**config.mk**
```make
export PLATFORM = sky130hd
export DESIGN_NAME = sorted_unique_insert_list
export DESIGN_NICKNAME = d
export VERILOG_FILES = /design/src/sv/sui_pkg.sv /design/src/sv/sui_ctrl.sv /design/src/sv/sui_datapath.sv /design/src/sv/sorted_unique_insert_list.sv
export SDC_FILE = /design/constraint.sdc
export NUM_CORES = 2
export LEC_CHECK = 0
export BUFFER_PORTS_ARGS = -buffer_cell sky130_fd_sc_hd__buf_2
export CAP_MARGIN = 20
export CORE_MARGIN = 2
export CORE_UTILIZATION = 45
export CTS_BUF_LIST = sky130_fd_sc_hd__clkbuf_8 sky130_fd_sc_hd__clkbuf_16
export CTS_CLUSTER_DIAMETER = 50
export DETAILED_ROUTE_END_ITERATION = 16
export GPL_ROUTABILITY_DRIVEN = 0
export SLEW_MARGIN = 40
export SYNTH_ARGS = -nofsm -noshare
export SYNTH_HDL_FRONTEND = slang
export SYNTH_SLANG_ARGS = --single-unit
```
**constraint.sdc**
```tcl
create_clock -name clk -period 4.6 [get_ports clk]
set_input_delay 0.92 -clock clk [delete_from_list [all_inputs] [get_ports clk]]
set_output_delay 0.92 -clock clk [all_outputs]
set_load 0.01 [all_outputs]
```
**src/sv/sui_pkg.sv**
```systemverilog
// shared types, field widths and codes of the sorted unique insert list
package sui_pkg;

    localparam int KEY_BITS    = 32;
    localparam int POS_BITS    = 6;
    localparam int COUNT_BITS  = 7;
    localparam int STATUS_BITS = 3;
    localparam int OP_BITS     = 2;

    // operation codes
    localparam logic [OP_BITS-1:0] OP_INSERT = 2'd0;
    localparam logic [OP_BITS-1:0] OP_CLEAR  = 2'd1;
    localparam logic [OP_BITS-1:0] OP_READ   = 2'd2;

    // result status codes
    localparam logic [STATUS_BITS-1:0] ST_INSERTED   = 3'd0;
    localparam logic [STATUS_BITS-1:0] ST_DUPLICATE  = 3'd1;
    localparam logic [STATUS_BITS-1:0] ST_FULL       = 3'd2;
    localparam logic [STATUS_BITS-1:0] ST_READ_OK    = 3'd3;
    localparam logic [STATUS_BITS-1:0] ST_READ_RANGE = 3'd4;
    localparam logic [STATUS_BITS-1:0] ST_CLEARED    = 3'd5;

    typedef struct packed {
        logic [OP_BITS-1:0]  op;
        logic [KEY_BITS-1:0] key;
        logic [POS_BITS-1:0] read_position;
    } sui_req_t;

    typedef struct packed {
        logic [STATUS_BITS-1:0] status;
        logic [KEY_BITS-1:0]    value;
        logic [COUNT_BITS-1:0]  entry_count;
        logic [POS_BITS-1:0]    position;
    } sui_rsp_t;

    typedef enum logic [3:0] {
        S_IDLE,
        S_DISPATCH,
        S_SEARCH_RD,
        S_SEARCH_CMP,
        S_DECIDE,
        S_SHIFT_RD,
        S_SHIFT_WR,
        S_PLACE,
        S_READ_WAIT,
        S_EMIT
    } sui_state_t;

    typedef enum logic [1:0] {
        RD_IDX,
        RD_IDX_DEC,
        RD_POS
    } sui_rd_src_t;

    typedef enum logic {
        WR_SHIFT,
        WR_KEY
    } sui_wr_src_t;

    // controller to datapath
    typedef struct packed {
        logic                   load;
        logic                   idx_clear;
        logic                   idx_inc;
        logic                   idx_dec;
        logic                   idx_from_count;
        logic                   set_slot;
        logic                   slot_dup_chk;
        logic                   mem_rd;
        sui_rd_src_t            rd_src;
        logic                   mem_wr;
        sui_wr_src_t            wr_src;
        logic                   count_inc;
        logic                   count_clear;
        logic                   set_status;
        logic [STATUS_BITS-1:0] status_code;
        logic                   rsp_load;
    } sui_cmd_t;

    // datapath to controller
    typedef struct packed {
        logic [OP_BITS-1:0] op;
        logic               at_end;
        logic               key_ge;
        logic               dup;
        logic               full;
        logic               shift_done;
        logic               rp_in_range;
    } sui_status_t;

endpackage

```
**src/sv/sui_ctrl.sv**
```systemverilog
// controller state machine of the sorted unique insert list
module sui_ctrl
    import sui_pkg::*;
(
    input  logic        clk,
    input  logic        rst_n,
    input  logic        req_valid,
    output logic        req_ready,
    output logic        rsp_valid,
    input  logic        rsp_ready,
    input  sui_status_t status,
    output sui_cmd_t    cmd
);

    sui_state_t state_reg;
    sui_state_t state_next;
    logic       rsp_valid_reg;
    logic       rsp_valid_next;
    logic       rsp_free;

    assign rsp_free  = !rsp_valid_reg || rsp_ready;
    assign req_ready = (state_reg == S_IDLE);
    assign rsp_valid = rsp_valid_reg;

    // next state
    always_comb
    begin
        state_next = state_reg;
        case (state_reg)
            S_IDLE:
            begin
                if (req_valid)
                begin
                    state_next = S_DISPATCH;
                end
            end
            S_DISPATCH:
            begin
                case (status.op)
                    OP_INSERT: state_next = S_SEARCH_RD;
                    OP_CLEAR:  state_next = S_EMIT;
                    OP_READ:   state_next = status.rp_in_range ? S_READ_WAIT : S_EMIT;
                    default:   state_next = status.rp_in_range ? S_READ_WAIT : S_EMIT;
                endcase
            end
            S_SEARCH_RD:
            begin
                state_next = status.at_end ? S_DECIDE : S_SEARCH_CMP;
            end
            S_SEARCH_CMP:
            begin
                state_next = status.key_ge ? S_DECIDE : S_SEARCH_RD;
            end
            S_DECIDE:
            begin
                if (status.dup || status.full)
                begin
                    state_next = S_EMIT;
                end
                else
                begin
                    state_next = S_SHIFT_RD;
                end
            end
            S_SHIFT_RD:
            begin
                state_next = status.shift_done ? S_PLACE : S_SHIFT_WR;
            end
            S_SHIFT_WR:  state_next = S_SHIFT_RD;
            S_PLACE:     state_next = S_EMIT;
            S_READ_WAIT: state_next = S_EMIT;
            S_EMIT:
            begin
                if (rsp_free)
                begin
                    state_next = S_IDLE;
                end
            end
            default:     state_next = S_IDLE;
        endcase
    end

    // commands to the datapath
    always_comb
    begin
        cmd        = '0;
        cmd.rd_src = RD_IDX;
        cmd.wr_src = WR_SHIFT;
        case (state_reg)
            S_IDLE:
            begin
                cmd.load = req_valid;
            end
            S_DISPATCH:
            begin
                case (status.op)
                    OP_INSERT:
                    begin
                        cmd.idx_clear = 1'b1;
                    end
                    OP_CLEAR:
                    begin
                        cmd.count_clear = 1'b1;
                        cmd.set_status  = 1'b1;
                        cmd.status_code = ST_CLEARED;
                    end
                    default:
                    begin
                        // read, also for the unused fourth code
                        cmd.mem_rd      = status.rp_in_range;
                        cmd.rd_src      = RD_POS;
                        cmd.set_status  = !status.rp_in_range;
                        cmd.status_code = ST_READ_RANGE;
                    end
                endcase
            end
            S_SEARCH_RD:
            begin
                cmd.set_slot = status.at_end;
                cmd.mem_rd   = !status.at_end;
                cmd.rd_src   = RD_IDX;
            end
            S_SEARCH_CMP:
            begin
                cmd.set_slot     = status.key_ge;
                cmd.slot_dup_chk = status.key_ge;
                cmd.idx_inc      = !status.key_ge;
            end
            S_DECIDE:
            begin
                if (status.dup)
                begin
                    cmd.set_status  = 1'b1;
                    cmd.status_code = ST_DUPLICATE;
                end
                else if (status.full)
                begin
                    cmd.set_status  = 1'b1;
                    cmd.status_code = ST_FULL;
                end
                else
                begin
                    cmd.idx_from_count = 1'b1;
                end
            end
            S_SHIFT_RD:
            begin
                cmd.mem_rd = !status.shift_done;
                cmd.rd_src = RD_IDX_DEC;
            end
            S_SHIFT_WR:
            begin
                cmd.mem_wr  = 1'b1;
                cmd.wr_src  = WR_SHIFT;
                cmd.idx_dec = 1'b1;
            end
            S_PLACE:
            begin
                cmd.mem_wr      = 1'b1;
                cmd.wr_src      = WR_KEY;
                cmd.count_inc   = 1'b1;
                cmd.set_status  = 1'b1;
                cmd.status_code = ST_INSERTED;
            end
            S_READ_WAIT:
            begin
                cmd.set_status  = 1'b1;
                cmd.status_code = ST_READ_OK;
            end
            S_EMIT:
            begin
                cmd.rsp_load = rsp_free;
            end
            default:
            begin
                cmd.load = 1'b0;
            end
        endcase
    end

    // output valid flag
    always_comb
    begin
        rsp_valid_next = rsp_valid_reg;
        if (cmd.rsp_load)
        begin
            rsp_valid_next = 1'b1;
        end
        else if (rsp_ready)
        begin
            rsp_valid_next = 1'b0;
        end
    end

    // control registers
    always_ff @(posedge clk or negedge rst_n)
    begin
        if (!rst_n)
        begin
            state_reg     <= S_IDLE;
            rsp_valid_reg <= 1'b0;
        end
        else
        begin
            state_reg     <= state_next;
            rsp_valid_reg <= rsp_valid_next;
        end
    end

    // a finished result never overwrites one still waiting
    assert property (@(posedge clk) disable iff (!rst_n)
        cmd.rsp_load |-> (!rsp_valid_reg || rsp_ready))
        else $error("result loaded over a pending result");

    // an accepted request is dispatched in the next cycle
    assert property (@(posedge clk) disable iff (!rst_n)
        (req_valid && req_ready) |=> (state_reg == S_DISPATCH))
        else $error("accepted request not dispatched");

    // a loaded result is offered in the next cycle
    assert property (@(posedge clk) disable iff (!rst_n)
        cmd.rsp_load |=> rsp_valid_reg)
        else $error("loaded result not offered");

endmodule

```
**src/sv/sui_datapath.sv**
```systemverilog
// datapath of the sorted unique insert list: entry memory, index, count, result register
module sui_datapath
    import sui_pkg::*;
#(
    parameter int CAPACITY = 64
)
(
    input  logic        clk,
    input  logic        rst_n,
    input  sui_req_t    req,
    input  sui_cmd_t    cmd,
    output sui_status_t status,
    output sui_rsp_t    rsp
);

    localparam int AW = (CAPACITY > 1) ? $clog2(CAPACITY) : 1;
    localparam int CW = $clog2(CAPACITY + 1);
    localparam int XW = (CW > POS_BITS) ? CW : POS_BITS;

    logic [KEY_BITS-1:0]    entries_mem [CAPACITY];
    logic [KEY_BITS-1:0]    rdata_reg;

    logic [OP_BITS-1:0]     op_reg,  op_next;
    logic [KEY_BITS-1:0]    key_reg, key_next;
    logic [POS_BITS-1:0]    rp_reg,  rp_next;
    logic [CW-1:0]          count_reg, count_next;
    logic [CW-1:0]          idx_reg, idx_next;
    logic [CW-1:0]          slot_reg, slot_next;
    logic                   dup_reg, dup_next;
    logic [STATUS_BITS-1:0] res_status_reg, res_status_next;
    sui_rsp_t               rsp_reg, rsp_next;

    logic [CW-1:0]          idx_dec;
    logic [AW-1:0]          rd_addr;
    logic [AW-1:0]          wr_addr;
    logic [KEY_BITS-1:0]    wr_data;
    logic                   key_eq;

    assign idx_dec = idx_reg - CW'(1);
    assign key_eq  = (rdata_reg == key_reg);

    // status to the controller
    assign status.op          = op_reg;
    assign status.at_end      = (idx_reg == count_reg);
    assign status.key_ge      = (rdata_reg >= key_reg);
    assign status.dup         = dup_reg;
    assign status.full        = (count_reg == CW'(CAPACITY));
    assign status.shift_done  = (idx_reg == slot_reg);
    assign status.rp_in_range = (XW'(rp_reg) < XW'(count_reg));

    // memory address and data selection
    always_comb
    begin
        case (cmd.rd_src)
            RD_IDX:     rd_addr = idx_reg[AW-1:0];
            RD_IDX_DEC: rd_addr = idx_dec[AW-1:0];
            RD_POS:     rd_addr = AW'(rp_reg);
            default:    rd_addr = idx_reg[AW-1:0];
        endcase
        if (cmd.wr_src == WR_KEY)
        begin
            wr_addr = slot_reg[AW-1:0];
            wr_data = key_reg;
        end
        else
        begin
            wr_addr = idx_reg[AW-1:0];
            wr_data = rdata_reg;
        end
    end

    // entry memory, registered read
    always_ff @(posedge clk)
    begin
        if (cmd.mem_wr)
        begin
            entries_mem[wr_addr] <= wr_data;
        end
        if (cmd.mem_rd)
        begin
            rdata_reg <= entries_mem[rd_addr];
        end
    end

    // request, index, slot and status next values
    always_comb
    begin
        op_next         = cmd.load ? req.op : op_reg;
        key_next        = cmd.load ? req.key : key_reg;
        rp_next         = cmd.load ? req.read_position : rp_reg;
        slot_next       = cmd.set_slot ? idx_reg : slot_reg;
        dup_next        = cmd.set_slot ? (cmd.slot_dup_chk && key_eq) : dup_reg;
        res_status_next = cmd.set_status ? cmd.status_code : res_status_reg;

        idx_next = idx_reg;
        if (cmd.idx_clear)
        begin
            idx_next = '0;
        end
        else if (cmd.idx_from_count)
        begin
            idx_next = count_reg;
        end
        else if (cmd.idx_inc)
        begin
            idx_next = idx_reg + CW'(1);
        end
        else if (cmd.idx_dec)
        begin
            idx_next = idx_dec;
        end

        count_next = count_reg;
        if (cmd.count_clear)
        begin
            count_next = '0;
        end
        else if (cmd.count_inc)
        begin
            count_next = count_reg + CW'(1);
        end
    end

    // result assembly
    always_comb
    begin
        rsp_next.status      = res_status_reg;
        rsp_next.entry_count = COUNT_BITS'(count_reg);
        rsp_next.value       = '0;
        rsp_next.position    = '0;
        case (res_status_reg)
            ST_INSERTED, ST_DUPLICATE:
            begin
                rsp_next.value    = key_reg;
                rsp_next.position = POS_BITS'(slot_reg);
            end
            ST_FULL:
            begin
                rsp_next.value = key_reg;
            end
            ST_READ_OK:
            begin
                rsp_next.value    = rdata_reg;
                rsp_next.position = rp_reg;
            end
            ST_READ_RANGE:
            begin
                rsp_next.position = rp_reg;
            end
            default:
            begin
                rsp_next.value = '0;
            end
        endcase
    end

    assign rsp = rsp_reg;

    // entry count
    always_ff @(posedge clk or negedge rst_n)
    begin
        if (!rst_n)
        begin
            count_reg <= '0;
        end
        else
        begin
            count_reg <= count_next;
        end
    end

    // payload registers
    always_ff @(posedge clk)
    begin
        op_reg         <= op_next;
        key_reg        <= key_next;
        rp_reg         <= rp_next;
        idx_reg        <= idx_next;
        slot_reg       <= slot_next;
        dup_reg        <= dup_next;
        res_status_reg <= res_status_next;
        if (cmd.rsp_load)
        begin
            rsp_reg <= rsp_next;
        end
    end

    // the list never holds more than its capacity
    assert property (@(posedge clk) disable iff (!rst_n)
        count_reg <= CW'(CAPACITY))
        else $error("entry count above capacity");

    // a key is never placed into a full list
    assert property (@(posedge clk) disable iff (!rst_n)
        cmd.count_inc |-> (count_reg != CW'(CAPACITY)))
        else $error("insert into a full list");

    // every write lands inside the memory
    assert property (@(posedge clk) disable iff (!rst_n)
        cmd.mem_wr |-> (((cmd.wr_src == WR_KEY) ? slot_reg : idx_reg) < CW'(CAPACITY)))
        else $error("entry write beyond capacity");

endmodule

```
**src/sv/sorted_unique_insert_list.sv**
```systemverilog
// top level of the sorted unique insert list: controller and datapath
//
//  channel   valid      ready      payload   carries
//  request   req_valid  req_ready  req       op, key, read_position
//  result    rsp_valid  rsp_ready  rsp       status, value, entry_count, position
//
// one request is worked at a time; each swept slot takes a read state, then a compare or write state
// insert: search sweep up from slot 0, shift sweep down from the end to the slot, then place
// read: dispatch, read wait and emit; clear and out-of-range read: dispatch and emit
// reset clears the entry count and the controller state only; no clearing pass over the memory
// a new request is taken while the previous result still waits in the output register
module sorted_unique_insert_list
    import sui_pkg::*;
#(
    parameter int CAPACITY = 64
)
(
    input  logic     clk,
    input  logic     rst_n,
    input  logic     req_valid,
    output logic     req_ready,
    input  sui_req_t req,
    output logic     rsp_valid,
    input  logic     rsp_ready,
    output sui_rsp_t rsp
);

    sui_cmd_t    cmd;
    sui_status_t status;

    // sequencing
    sui_ctrl u_ctrl (
        .clk       (clk),
        .rst_n     (rst_n),
        .req_valid (req_valid),
        .req_ready (req_ready),
        .rsp_valid (rsp_valid),
        .rsp_ready (rsp_ready),
        .status    (status),
        .cmd       (cmd)
    );

    // storage and compares
    sui_datapath #(
        .CAPACITY (CAPACITY)
    ) u_datapath (
        .clk    (clk),
        .rst_n  (rst_n),
        .req    (req),
        .cmd    (cmd),
        .status (status),
        .rsp    (rsp)
    );

endmodule
```
==> flow_metrics.tcl <==
set metrics [dict create \
    drc 0 \
    syn_area_per_cell_um2 14.9 \
    worst-path-stages 14 \
    largest_reg_flops 2048 \
    num-fill-cells 15600 \
    rows 162 \
    place_ws_ns -0.148 \
    grt_pass1_vias 51300 \
    wl_met2_mm 118 \
    swShare_pct 36.7 \
    vias_per_cell 5.97 \
    leakage_nw 35.3 \
    cts_sinks 2198 \
    overflow 0 \
    worst_pin_slew_ns 0.946 \
    synth_area_leaders "edfxtp_1, nand2_1, nand3_1, mux2i_1, mux4_2" \
    io_buffer_count 93 \
    r2r-end "u_datapath.rdata_reg[13]$_DFFE_PP_" \
    track_usage_pct 25.8 \
    fp.dieH_um 446 \
    num_vias 53800 \
    grt_pass1_wl_mm 371 \
    synth_edf_count 2179 \
    topRoutingLayerUsed "met5" \
    p_switching_mw 25.5 \
    synth_seq_area_share_pct 75.0 \
    combPwrFrac_pct 37.5 \
    io_pins 94 \
    m1WireLength_mm 107 \
    grt_max_degree 81 \
    cts_buffer_depth 3 \
    fin_cells 9013 \
    period_needed_ns 4.47 \
    maxSlewHeadroom_pct 36.3 \
    finalHoldViolCount 0 \
    fmax_mhz 224 \
    fin_crit_sh_pct 97.2 \
    drt_iter0_drc 6799 \
    power_frac_clock_pct 25.9 \
    syn2layout_area_growth_pct 16.6 \
    r2r_start "u_ctrl.state_reg[1]$_DFFE_PN0P_" \
    cts_inserted_buffers 228 \
    worstPathRequired_ns 5.22 \
    utilization_pct 52.7 \
    ys_ff_latch 2198 \
    crit_family "simple AND/OR/NAND/NOR gates" \
    start_kind "flop" \
    drt-total-wl_mm 260 \
    fin_skew_ns 0.0553 \
    power_density_nw_per_um2 677 \
    nets 6351 \
    synth_cells 5899 \
    r2r_slack_ns 0.13 \
    cts_max_level 4 \
    cts_root_buf "clkbuf_16" \
    first_pass_iters 6 \
    cpPeakStageDelay_ns 0.51 \
    setup-tns-final_ns 0 \
    crit_path_end_kind "flop" \
    dpl_cell_area_um2 94800 \
    die_w_um 446 \
    finalInstanceArea_um2 102000 \
    fin_ws_ns 0.129 \
    finalSetupViolations 0 \
    ir_worst_vdd_mv 0.444 \
    wire_per_inst_um 28.8 \
    placed_cells 8566 \
    cts_tree "built" \
    critical_path_buf_inv_count 4 \
    synthesis.area_um2 87800 \
    async_flop_share_pct 0.546 \
    critPathKind "flop to flop" \
    antenna_found_initial 16 \
    critPathSlowestCell "or3_1" \
    clkLatencyLatePin_ns 0.88 \
    fin_hold_ws_ns 0.206 \
    rsz0062_at_grt "false" \
    intPower_mw 43.8 \
    r2r_cells 14 \
    path_cells "buf_4 > nor2_1 > nand2_1 > ha_1 > and2_1 > o31ai_4 > buf_12 > buf_12 > buf_4 > mux2i_1 > mux2i_1 > a22oi_1 > nand4_1 > or3_1" \
    cp_max_fo 22 \
    synth_flop_cell "edfxtp_1" \
    ant_nets 0 \
    path_clk_slew_ns 0.06 \
    cp.arrival_ns 5.09 \
    pwr-share-seq_pct 36.5 \
    outcome "completed" \
    crit_end "u_datapath.rdata_reg[13]$_DFFE_PP_" \
    cp-startpoint "u_ctrl.state_reg[1]$_DFFE_PN0P_" \
    yosysTopAreaCellShare_pct 74.5 \
    drive_gt1_share_pct 16.8 \
    drv_cap 0 \
    synth_area_leader_cell "edfxtp_1" \
    ys_types 78 \
    slew_viol_final 0 \
    min_path_type "input port to flop" \
    wl_met3_mm 26.6 \
    synth_warnings 0 \
    coreArea_um2 194000 \
    die_area_um2 199000 \
    syn_nets 5986 \
    hpwl_mm 155 \
    power_mw 69.3 \
    start_util_pct 45.2 \
]
[cell type report]
type,instances,area (µm²),area share [%]
multi-input cells,3297,21100,20.6
inverters,55,206,0.202
clock inverters,194,1570,1.53
diodes,13,32.5,0.0318
repair buffers,484,4650,4.54
clock buffers,230,5760,5.62
well taps,2542,3180,3.11
flip-flops and latches,2198,65900,64.3
[placed cells by master, fill, tap and decap left out, drive strengths merged, types with 12 or more instances in the layout]
cell type	netlist	layout
diode	0	13
nor3	20	20
nand2	1257	1257
a41oi	36	36
nand4	42	42
nand3	786	786
bufinv	0	18
a22o	32	32
a21oi	118	118
clkbuf	105	230
a31oi	16	16
xnor2	13	13
a22oi	47	47
o21ai	64	64
clkinv	0	102
nor2b	12	12
dfrtp	12	12
mux2i	345	345
or3	18	18
ha	43	43
mux4	108	108
o22ai	47	47
or4	18	18
nor2	101	101
buf	244	482
nor4	55	55
edfxtp	2179	2179
inv	55	121
[layer usage]
| layer | GRT usage (%) | up-vias |
|---|---|---|
| met5 | 0 | - |
| met4 | 8.23 | 4 |
| met3 | 5.65 | 448 |
| met2 | 39.7 | 2825 |
| met1 | 36.8 | 27400 |
| li1 | - | 23100 |
[cell usage after synthesis, types with 32 or more instances]
cell type,instances
edfxtp_1,2179
nand2_1,1254
nand3_1,786
mux2i_1,344
buf_2,167
a21oi_1,118
mux4_2,108
clkbuf_1,105
nor2_1,96
o21ai_0,63
inv_1,55
nor4_1,54
a22oi_1,47
o22ai_1,47
ha_1,43
nand4_1,42
a41oi_1,36
a22o_1,32
[cells by family after synthesis]
family / synth area share [%]
buffers and inverters: 2.32
muxes: 6.75
DFF: 75.0
adders and majority gates: 0.613
and+or+nand+nor: 11.8
AOI/OAI and AO/OA: 3.27
xor gates and xnor gates: 0.199
[power by group through the flow]
stage                     Combinational (mW)  Sequential, mW  Clock, mW
after floorplan                         15.4            25.7          0
after global placement                  25.1            25.7          0
after detailed placement                25.6            25.7          0
after CTS                               25.8            25.3       18.2
after global routing                    27.8            25.3       18.9
final                                   26.0            25.3       18.0
[worst min-delay path by stage]
stage                                                  start                                to  slack [ns]  depth (start not counted)
after floorplan           u_datapath.idx_reg[5]$_SDFFE_PP0P_  u_datapath.slot_reg[5]$_DFFE_PP_        0.41                          0
after global placement      u_datapath.key_reg[16]$_DFFE_PP_      u_datapath.rsp[29]$_DFFE_PP_        0.57                          1
after detailed placement    u_datapath.key_reg[20]$_DFFE_PP_      u_datapath.rsp[33]$_DFFE_PP_        0.57                          1
after CTS                                             req[6]   u_datapath.key_reg[0]$_DFFE_PP_        0.16                          1
after global routing                                  req[8]   u_datapath.key_reg[2]$_DFFE_PP_        0.18                          1
final                                                req[24]  u_datapath.key_reg[18]$_DFFE_PP_        0.21                          1
[worst register-to-register path: cells and delay by family, from the launching register on]
| family | cells | cell delay [ns] |
|---|---|---|
| flops | 1 | 0.40 |
| fa+ha+maj | 1 | 0.30 |
| mux | 2 | 0.32 |
| compound gates | 2 | 0.62 |
| simple gates | 5 | 1.72 |
| buf+inv | 4 | 0.87 |
[repair_timing]
item	in CTS	in global routing
hold buffers	1	0
setup endpoints to repair	3	6
pin swaps	2	1
endpoints found under the hold margin	12	0
resized for setup	0	5
cloned	1	0
buffers inserted	3	0
(Power assumes the default switching activity.)
